$ cat config.mk
export PLATFORM = sky130hd
export DESIGN_NAME = four_digit_seven_segment_scanner
export DESIGN_NICKNAME = d
export VERILOG_FILES = /design/src/rtl/fdss_pkg.sv /design/src/rtl/fdss_digit_stage.sv /design/src/rtl/fdss_glyph.sv /design/src/rtl/four_digit_seven_segment_scanner.sv
export SDC_FILE = /design/constraint.sdc
export NUM_CORES = 1
export LEC_CHECK = 0
export BUFFER_PORTS_ARGS = -buffer_cell sky130_fd_sc_hd__buf_4
export CAP_MARGIN = 20
export CORE_MARGIN = 10
export CORE_UTILIZATION = 56
export DETAILED_ROUTE_END_ITERATION = 12
export GPL_TIMING_DRIVEN = 0
export PLACE_DENSITY = 0.73
export REMOVE_ABC_BUFFERS = 1
export SLEW_MARGIN = 20
export SYNTH_ARGS = -nofsm -noshare
export SYNTH_HDL_FRONTEND = slang
export SYNTH_HIERARCHICAL = 1
export SYNTH_SLANG_ARGS = --single-unit
export TNS_END_PERCENT = 10
$ cat constraint.sdc
create_clock -name clk -period 3.35 [get_ports clk]
set_clock_uncertainty 0.15 [all_clocks]
set_input_delay 0.67 -clock clk [delete_from_list [all_inputs] [get_ports clk]]
set_output_delay 0.67 -clock clk [all_outputs]
set_load 0.02 [all_outputs]
$ cat src/rtl/fdss_pkg.sv
`timescale 1ns / 1ps
// ----------------------------------------------------------------------------
// fdss_pkg
// shared types, constants and the glyph table of the display scanner
// ----------------------------------------------------------------------------
package fdss_pkg;

	localparam int unsigned VALUE_W  = 14;
	localparam int unsigned IN_W     = 16;
	localparam int unsigned DIGIT_W  = 4;
	localparam int unsigned SEG_W    = 8;
	localparam int unsigned EN_W     = 4;
	localparam int unsigned INDEX_W  = 2;

	localparam logic [VALUE_W-1:0] VALUE_MAX = VALUE_W'(9999);

	// item kinds
	localparam logic REQ_SET  = 1'b0;
	localparam logic REQ_TICK = 1'b1;

	// digit positions, thousands first
	localparam logic [INDEX_W-1:0] POS_THOU  = 2'd0;
	localparam logic [INDEX_W-1:0] POS_HUND  = 2'd1;
	localparam logic [INDEX_W-1:0] POS_TENS  = 2'd2;
	localparam logic [INDEX_W-1:0] POS_UNITS = 2'd3;

	localparam logic [SEG_W-1:0] LIT_BLANK = 8'h00;
	localparam logic [SEG_W-1:0] LIT_DP    = 8'h80;

	typedef struct packed {
		logic [DIGIT_W-1:0] thou;
		logic [DIGIT_W-1:0] hund;
		logic [DIGIT_W-1:0] tens;
		logic [DIGIT_W-1:0] units;
	} digits_t;

	// segments a..g lit pattern, active high
	function automatic logic [SEG_W-1:0] glyph(input logic [DIGIT_W-1:0] d);
		logic [SEG_W-1:0] g;
		case (d)
			4'd0: g = 8'h3F;
			4'd1: g = 8'h06;
			4'd2: g = 8'h5B;
			4'd3: g = 8'h4F;
			4'd4: g = 8'h66;
			4'd5: g = 8'h6D;
			4'd6: g = 8'h7D;
			4'd7: g = 8'h07;
			4'd8: g = 8'h7F;
			4'd9: g = 8'h6F;
			default: g = LIT_BLANK;
		endcase
		return g;
	endfunction

endpackage

$ cat src/rtl/fdss_digit_stage.sv
`timescale 1ns / 1ps
// ----------------------------------------------------------------------------
// fdss_digit_stage
// peels one decimal digit off a value by compare against the nine multiples
// ----------------------------------------------------------------------------
module fdss_digit_stage #(
	parameter int unsigned WEIGHT = 1000
) (
	input  logic [fdss_pkg::VALUE_W-1:0] rem_in,
	output logic [fdss_pkg::DIGIT_W-1:0] digit,
	output logic [fdss_pkg::VALUE_W-1:0] rem_out
);

	logic [fdss_pkg::VALUE_W-1:0] sub;

	always_comb begin
		digit = '0;
		sub   = '0;
		for (int k = 1; k < 10; k++) begin
			if (rem_in >= fdss_pkg::VALUE_W'(k * WEIGHT)) begin
				digit = fdss_pkg::DIGIT_W'(k);
				sub   = fdss_pkg::VALUE_W'(k * WEIGHT);
			end
		end
		rem_out = rem_in - sub;
	end

endmodule

$ cat src/rtl/fdss_glyph.sv
`timescale 1ns / 1ps
// ----------------------------------------------------------------------------
// fdss_glyph
// picks the digit under scan, applies blanking and the decimal point
// ----------------------------------------------------------------------------
module fdss_glyph (
	input  fdss_pkg::digits_t             digits,
	input  logic [fdss_pkg::INDEX_W-1:0]  pos,
	output logic [fdss_pkg::SEG_W-1:0]    segments,
	output logic [fdss_pkg::EN_W-1:0]     enable
);

	logic [fdss_pkg::SEG_W-1:0] lit;
	logic                       thou_blank;
	logic                       hund_blank;

	// leading zeros mean the value is below 1000 or 100
	assign thou_blank = (digits.thou == '0);
	assign hund_blank = thou_blank && (digits.hund == '0);

	always_comb begin
		case (pos)
			fdss_pkg::POS_THOU:
				lit = thou_blank ? fdss_pkg::LIT_BLANK : fdss_pkg::glyph(digits.thou);
			fdss_pkg::POS_HUND:
				lit = hund_blank ? fdss_pkg::LIT_BLANK : fdss_pkg::glyph(digits.hund);
			fdss_pkg::POS_TENS:
				lit = fdss_pkg::glyph(digits.tens) | fdss_pkg::LIT_DP;
			default:
				lit = fdss_pkg::glyph(digits.units);
		endcase
	end

	assign segments = ~lit;
	assign enable   = fdss_pkg::EN_W'(1) << pos;

endmodule

$ cat src/rtl/four_digit_seven_segment_scanner.sv
`timescale 1ns / 1ps
// ----------------------------------------------------------------------------
// four_digit_seven_segment_scanner
// scan driver for a four digit multiplexed seven segment display
// ----------------------------------------------------------------------------
// input channel (req_valid / req_ready): one item carries req_type and value.
//   a set item stores value, saturated to 9999, and gives no result
//   a tick item gives one result for the digit under scan, then the scan
//   position moves on, thousands to units and round again
// result channel (res_valid / res_ready): segment_levels (active low, bit7 is
//   the decimal point, lit on the tens digit) and a one-hot digit_enable
// the value is split into decimal digits on its way in: thousands, hundreds
//   and tens each take one compare stage, so a set runs through the pipe
//   registers before it lands in the digit store; a tick reads the store at the
//   same point, so items always see every set accepted before them
// throughput: one item per cycle while the receiver takes results
// stall: the whole pipe holds while a result waits and res_ready is low;
//   req_ready is high whenever the result register is empty or being taken
// reset: value 0 and scan position at the thousands digit, pipe empty
// ----------------------------------------------------------------------------
module four_digit_seven_segment_scanner (
	input  logic                           clk,
	input  logic                           arst_n,
	input  logic                           req_valid,
	output logic                           req_ready,
	input  logic                           req_type,
	input  logic [fdss_pkg::IN_W-1:0]      value,
	output logic                           res_valid,
	input  logic                           res_ready,
	output logic [fdss_pkg::SEG_W-1:0]     segment_levels,
	output logic [fdss_pkg::EN_W-1:0]      digit_enable
);

	// pipe advance: result register empty or drained this cycle
	logic advance;

	// stage 1: saturated value
	logic                          valid_s1;
	logic                          tick_s1;
	logic [fdss_pkg::VALUE_W-1:0]  val_s1;

	// stage 2: thousands split off
	logic                          valid_s2;
	logic                          tick_s2;
	logic [fdss_pkg::VALUE_W-1:0]  rem_s2;
	logic [fdss_pkg::DIGIT_W-1:0]  thou_s2;

	// stage 3: hundreds split off
	logic                          valid_s3;
	logic                          tick_s3;
	logic [fdss_pkg::VALUE_W-1:0]  rem_s3;
	logic [fdss_pkg::DIGIT_W-1:0]  thou_s3;
	logic [fdss_pkg::DIGIT_W-1:0]  hund_s3;

	// stage combinational outputs
	logic [fdss_pkg::DIGIT_W-1:0]  thou_d;
	logic [fdss_pkg::VALUE_W-1:0]  rem_thou;
	logic [fdss_pkg::DIGIT_W-1:0]  hund_d;
	logic [fdss_pkg::VALUE_W-1:0]  rem_hund;
	logic [fdss_pkg::DIGIT_W-1:0]  tens_d;
	logic [fdss_pkg::VALUE_W-1:0]  rem_tens;

	// display state
	fdss_pkg::digits_t             digits_q;
	logic [fdss_pkg::INDEX_W-1:0]  pos_q;

	// decoded result for the digit under scan
	logic [fdss_pkg::SEG_W-1:0]    seg_d;
	logic [fdss_pkg::EN_W-1:0]     en_d;

	logic                          commit_set;
	logic                          commit_tick;

	assign advance   = !res_valid || res_ready;
	assign req_ready = advance;

	assign commit_set  = advance && valid_s3 && (tick_s3 == fdss_pkg::REQ_SET);
	assign commit_tick = advance && valid_s3 && (tick_s3 == fdss_pkg::REQ_TICK);

	// pipe valid bits
	always_ff @(posedge clk or negedge arst_n) begin
		if (!arst_n) begin
			valid_s1 <= 1'b0;
			valid_s2 <= 1'b0;
			valid_s3 <= 1'b0;
		end else if (advance) begin
			valid_s1 <= req_valid;
			valid_s2 <= valid_s1;
			valid_s3 <= valid_s2;
		end
	end

	// pipe payload, no reset needed
	always_ff @(posedge clk) begin
		if (advance) begin
			tick_s1 <= req_type;
			// saturate anything above 9999
			val_s1  <= (value > fdss_pkg::IN_W'(fdss_pkg::VALUE_MAX)) ?
				fdss_pkg::VALUE_MAX : value[fdss_pkg::VALUE_W-1:0];
			tick_s2 <= tick_s1;
			rem_s2  <= rem_thou;
			thou_s2 <= thou_d;
			tick_s3 <= tick_s2;
			rem_s3  <= rem_hund;
			thou_s3 <= thou_s2;
			hund_s3 <= hund_d;
		end
	end

	fdss_digit_stage #(.WEIGHT(1000)) u_thou (
		.rem_in  (val_s1),
		.digit   (thou_d),
		.rem_out (rem_thou)
	);

	fdss_digit_stage #(.WEIGHT(100)) u_hund (
		.rem_in  (rem_s2),
		.digit   (hund_d),
		.rem_out (rem_hund)
	);

	fdss_digit_stage #(.WEIGHT(10)) u_tens (
		.rem_in  (rem_s3),
		.digit   (tens_d),
		.rem_out (rem_tens)
	);

	// digit store and scan position move only as items leave the pipe
	always_ff @(posedge clk or negedge arst_n) begin
		if (!arst_n) begin
			digits_q <= '0;
			pos_q    <= fdss_pkg::POS_THOU;
		end else begin
			if (commit_set) begin
				digits_q.thou  <= thou_s3;
				digits_q.hund  <= hund_s3;
				digits_q.tens  <= tens_d;
				digits_q.units <= rem_tens[fdss_pkg::DIGIT_W-1:0];
			end
			if (commit_tick) begin
				pos_q <= pos_q + fdss_pkg::INDEX_W'(1);
			end
		end
	end

	fdss_glyph u_glyph (
		.digits   (digits_q),
		.pos      (pos_q),
		.segments (seg_d),
		.enable   (en_d)
	);

	// result register
	always_ff @(posedge clk or negedge arst_n) begin
		if (!arst_n) begin
			res_valid <= 1'b0;
		end else if (advance) begin
			res_valid <= commit_tick;
		end
	end

	always_ff @(posedge clk) begin
		if (commit_tick) begin
			segment_levels <= seg_d;
			digit_enable   <= en_d;
		end
	end

	// a shown result drives exactly one digit
	a_one_digit: assert property (@(posedge clk) disable iff (!arst_n)
		res_valid |-> $onehot(digit_enable))
		else $error("digit enable not one-hot");

	// every tick leaving the pipe turns into a result
	a_tick_result: assert property (@(posedge clk) disable iff (!arst_n)
		commit_tick |=> res_valid)
		else $error("tick lost at result register");

	// scan position moves only with a tick
	a_pos_hold: assert property (@(posedge clk) disable iff (!arst_n)
		!commit_tick |=> $stable(pos_q))
		else $error("scan position moved without a tick");

	// stored digits are always decimal
	a_digits_bcd: assert property (@(posedge clk) disable iff (!arst_n)
		(digits_q.thou <= 4'd9) && (digits_q.hund <= 4'd9) &&
		(digits_q.tens <= 4'd9) && (digits_q.units <= 4'd9))
		else $error("digit store holds a non-decimal digit");

	// a stalled pipe keeps its scan position and digits
	a_stall_hold: assert property (@(posedge clk) disable iff (!arst_n)
		!advance |=> $stable(digits_q) && $stable(pos_q))
		else $error("display state changed during a stall");

endmodule
======== Word level (Yosys, flattened, before mapping) ========
Memory sizes are Yosys's and may differ from the RTL's.
Index checks and enable logic that the tools add are counted.
cells by class
  reduce and logical (&&, ||, !) cells .... 11
  muxes and demuxes ....................... 55
  shift operators ......................... 1
  $lt $le $gt $ge ......................... 28
  equal/unequal tests ..................... 2
  bitwise logic cells ..................... 2
  add/subtract/negate cells ............... 4
operator list
  cell                                                                                   count
  14-bit by 10-bit greater-or-equal comparator with 1-bit output, second input constant  5
  14-bit by 13-bit greater-or-equal comparator with 1-bit output, second input constant  4
  14-bit by 7-bit greater-or-equal comparator with 1-bit output, second input constant   4
  13-bit two-way mux                                                                     4
  10-bit two-way mux                                                                     5
  4-bit two-way mux                                                                      11
  14-bit by 6-bit greater-or-equal comparator with 1-bit output, second input constant   3
  14-bit by 9-bit greater-or-equal comparator with 1-bit output, second input constant   3
  3-bit two-way mux                                                                      12
  14-bit by 12-bit greater-or-equal comparator with 1-bit output, second input constant  2
  14-bit by 5-bit greater-or-equal comparator with 1-bit output, second input constant   2
  9-bit two-way mux                                                                      3
  12-bit two-way mux                                                                     2
  8-bit two-way mux                                                                      3
  8-bit one-hot mux with 3 select lines                                                  1
  16-bit by 14-bit > comparator with 1-bit output, second input constant                 1
  14-bit by 11-bit greater-or-equal comparator with 1-bit output, second input constant  1
  14-bit greater-or-equal comparator, second input constant                              1
  14-bit by 4-bit greater-or-equal comparator with 1-bit output, second input constant   1
  14-bit by 8-bit greater-or-equal comparator with 1-bit output, second input constant   1
  14-bit two-way mux                                                                     1
  14-bit by 10-bit subtractor with 14-bit output                                         1
  14-bit subtractor                                                                      1
  2-bit two-way mux                                                                      6
  16 further kinds                                                                       25
word-level totals
  bits in read-only memories .............. 448
  memories kept ........................... 4
  register bits ........................... 91
memory list
  name             words  width  read ports  clocked after memory_dff  write ports  line            source
  (no name shown)  16     7      1           0                         0            fdss_pkg.sv:40  case (d)
  (no name shown)  16     7      1           0                         0            fdss_pkg.sv:40
  (no name shown)  16     7      1           0                         0            fdss_pkg.sv:40
  (no name shown)  16     7      1           0                         0            fdss_pkg.sv:40

======== Logic depth before layout (Yosys ltp) ========
  word-level depth ........................ 11
  gate-level depth with buffers ........... 14

======== Cells and area by module ========
The synthesis kept the hierarchy.
by module, submodules not included
  module                            sequential area each (µm²)  area an instance (µm²)  instances  cells an instance
  four_digit_seven_segment_scanner  2622.5                      3046.7                  1          141
  fdss_glyph                        0.0                         913.4                   1          136
  fdss_digit_stage (u_thou)         0.0                         827.0                   1          119
  fdss_digit_stage (u_hund)         0.0                         803.3                   1          122
  fdss_digit_stage (u_tens)         0.0                         671.9                   1          97

======== Worst setup path before layout ========
No wires, ideal clock.
  path type ............................... register -> register
  start ................................... register rem_s2[13] (netlist bit)
  end ..................................... register rem_s3[9] (netlist bit) (data pin)
  path buffers ............................ 1
  slack ................................... -0.016 ns
  required time ........................... 2.935 ns
  cell stages (with the launch flop) ...... 12
  arrival ................................. 2.951 ns
  cells stage by stage .................... edfxtp_1 > or4_4 > buf_6 > a2111oi_4 > a21oi_2 > or3_1 > ha_1 > o21a_1 > o31a_1 > o21ai_0 > nor2b_1 > xnor2_1
between the ends
  word-level cells in the longest chain between the ends .. 11
  elaborated cells between the ends (all ways) .. 19
RTL lines
  what                                                           line                                     source
  start: declaration                                             four_digit_seven_segment_scanner.sv:45   logic [fdss_pkg::VALUE_W-1:0] rem_s2;
  start signal: assignment                                       four_digit_seven_segment_scanner.sv:101  rem_s2 <= rem_thou;
  14-bit by 7-bit greater-or-equal comparator with 1-bit output  fdss_digit_stage.sv:20                   if (rem_in >= fdss_pkg::VALUE_W'(k * WEIGHT)) begin
  7-bit two-way mux                                              fdss_digit_stage.sv:20
  8-bit two-way mux                                              fdss_digit_stage.sv:20
  9-bit two-way mux (3 in a row)                                 fdss_digit_stage.sv:20
  10-bit two-way mux (3 in a row)                                fdss_digit_stage.sv:20
  10-bit two-way mux *                                           fdss_digit_stage.sv:20
  14-bit by 10-bit subtractor with 14-bit output *               fdss_digit_stage.sv:25                   rem_out = rem_in - sub;
  named net rem_hund (one bit)                                   four_digit_seven_segment_scanner.sv:59   logic [fdss_pkg::VALUE_W-1:0] rem_hund;
  end signal: assignment                                         four_digit_seven_segment_scanner.sv:104  rem_s3 <= rem_hund;
  end: declaration                                               four_digit_seven_segment_scanner.sv:51   logic [fdss_pkg::VALUE_W-1:0] rem_s3;
The timed path passes the listed nets; every way through them passes the cells marked *.
A chain may end at the register's enable or synchronous reset.

======== Worst setup path in the final report ========
  start ................................... register rem_s2[4] (netlist bit)
  end ..................................... register rem_s3[12] (netlist bit) (data pin)
between the ends
  word-level cells in the longest chain between the ends .. 11
  elaborated cells between the ends (all ways) .. 19
RTL lines
  what                                                           line
  14-bit by 7-bit greater-or-equal comparator with 1-bit output  fdss_digit_stage.sv:20
  7-bit two-way mux                                              fdss_digit_stage.sv:20
  8-bit two-way mux                                              fdss_digit_stage.sv:20
  9-bit two-way mux (3 in a row)                                 fdss_digit_stage.sv:20
  10-bit two-way mux (4 in a row)                                fdss_digit_stage.sv:20
  14-bit by 10-bit subtractor with 14-bit output *               fdss_digit_stage.sv:25
  named net rem_hund (one bit)                                   four_digit_seven_segment_scanner.sv:59
Marked as above.

==> results.md <==
* Status: complete, but fails checks
* Failing checks: setup timing
* R2r setup slk at -9 ps
* Clock root buffer master: clkbuf_8
* Clk slew on worst S/H paths at between 100 and 150 ps
* Vias at approximately 4.5k
* Cell chain of the critical path: o311ai_2, nand2b_1, a2111oi_4, a21oi_2, nor3_2, ha_2, fa_2, nor2b_1, o2111ai_1, nand3_2, o41ai_2, xor2_1
* CP bufs+invs at 0
* Final WL at 12.2 mm
* Part of the cycle the worst path needs at 100%
* Yosys warns at 6
* Hold-fix buffer count after cts at 0
* PortBufs at 34
* Total congestion overflow at 0
* HPWL after detailed placement at 8.56 mm
* Syn_area_per_cell at 10.5 sq um
* First-pass GRT wire length at 20.0 mm
* CTS max path bufs at 2
* Area grow syn2layout at 14.0%
* Gate Count Post-Synth at 568
* Num rows at 37
* Final nets at 686
* Die Ht at around 120 microns
* Final hold violations at 0
* Detailed Route Iter0 Violations at approximately 370
* Most common cell after layout, fill and taps aside: edfxtp_1
* Max-cap violation count at 0
* Share of cells above drive strength 1 at 24.0%
* IO Pins at 35
* Top Family by Delay on Critical Path: compound AO/OA/AOI/OAI gates
* DRT Pass-1 Iters at 5
* Max incr delay on CP at around 470 ps
* Placed instance area at 0.00622 sq mm
* Sink Count at 91
* Total core area at about 0.010 sq mm
* Initial Util at between 50% and 60%
* TritonCTS buffer count at 9
* Setup crit start: rem_s2[4]
* Initial antenna violation count at 0
* TNS Setup at -10.7 ps
* Final Worst Setup Slack at -8.95 ps
* PwrDens at 846 mW/mm^2
* VDD IR max at 0.422 mV
* Most frequent cells in the layout: edfxtp_1, buf_4, nor2_1, ha_1, inv_1
* Worst Path Max Fanout at 4
* Actual slew at the worst max-slew pin at 772 ps
* DIE AREA at 0.0151 sq mm
* # setup viols final at 2
* Final min period at 3360 ps
* TritonCTS clock tree: built
* Clk_lat worst skew at between 300 and 400 ps
* Slowest stage cell, crit path: edfxtp_1
* Total stage count of the critical path at 12
* Leakage at 2.70 nW
* Worst reg2reg endpoint: rem_s3[12]
* RSZ-0062 raised after global routing: yes
* DRC Markers at 0
* Final Cell Area at 0.00678 sq mm
* H-tree Lvls at 3
* CP Capture Type: register
* CP Capture Point: rem_s3[12]
* Crit start category: register
* Largest net degree at the start of global routing at 63
* Worst reg2reg path startpoint: rem_s2[4]
* Total power at 5.73 mW
* Fmax at 0.298 GHz
* Drt wl/cell at 15.9 microns
* Required time worst endpoint at 3290 ps
* Hold Path Class: input port to async pin
* Max-Slew Margin vs Limit at a little under half
* Final Wtd Congestion at 0.901
* Diode count at 0
* Die W at approximately 120 microns
* Fin. max-slew vios at 0
* R2R cell count at 12
* Worst EP arrival at about 3300 ps
* Mapped Area at 0.00594 sq mm
* Final ANT Viol Nets at 0
* Via/cell ratio at between 5 and 6
* Critical path class: register to register
* GRT Util Overall at ~16%
* Vias in the first global route at 4285
routing by layer:
metal  up-vias  wire length (microns)  track usage (%)
met3        24                    621             3.01
met1      2117                   5210             20.0
met4         0                    272             6.26
li1       2217                      -                -
met5         -                      0                0
met2       148                   6060             27.4
sequential cells by signal (all words and copies together) (netlist names), 4 cells and up:
register	flops
digit_enable	4
digits_q	16
hund_s3	4
rem_s2	14
rem_s3	14
segment_levels	8
thou_s2	4
thou_s3	4
val_s1	14
how the worst min path moves through the flow:
stage / slack (ps) / endpoint / depth (start not counted) / startpoint
global route: 30 / digits_q[15] / 1 / arst_n
global placement: 250 / rem_s3[0] / 0 / rem_s2[0]
detailed placement: 260 / rem_s3[0] / 0 / rem_s2[0]
finish: 30 / digits_q[15] / 1 / arst_n
floorplan: 220 / digits_q[0] / 0 / arst_n
CTS: 30 / valid_s1 / 1 / arst_n
power by group:
group / internal [mW] / switching (mW) / total [mW]
logic: 1.26 / 1.48 / 2.73
clock network: 0.299 / 0.444 / 0.743
registers: 1.79 / 0.467 / 2.25
stage by stage:
step | hold WS [ps] | utilization [%] | setup WS (ps) | cells
after global routing | 26.9 | 65.6 | -152 | 764
after detailed placement | 255 | 60.2 | -330 | 714
after floorplan | 224 | - | 53.7 | 544
after CTS | 26.6 | 64.9 | -14.1 | 758
final | 32.2 | 65.6 | -8.95 | 764
after global placement | 253 | 60.2 | -371 | 714
timing repair:
action | CTS | global route
endpoints found under the setup margin | 8 | 8
setup buffers | 28 | 6
pin swaps | 8 | 9
gates resized for setup | 17 | 7
layout make-up:
class	count	area (sq um)
Tap cell	136	170
Inverter	37	141
Clock inverter	7	78.8
Clock buffer	9	124
Timing Repair Buffer	68	510
Sequential cell	91	2620
Multi-Input combinational cell	416	3130
Fill cell	779	3550
Note: power is estimated with default switching activity, not from simulation.
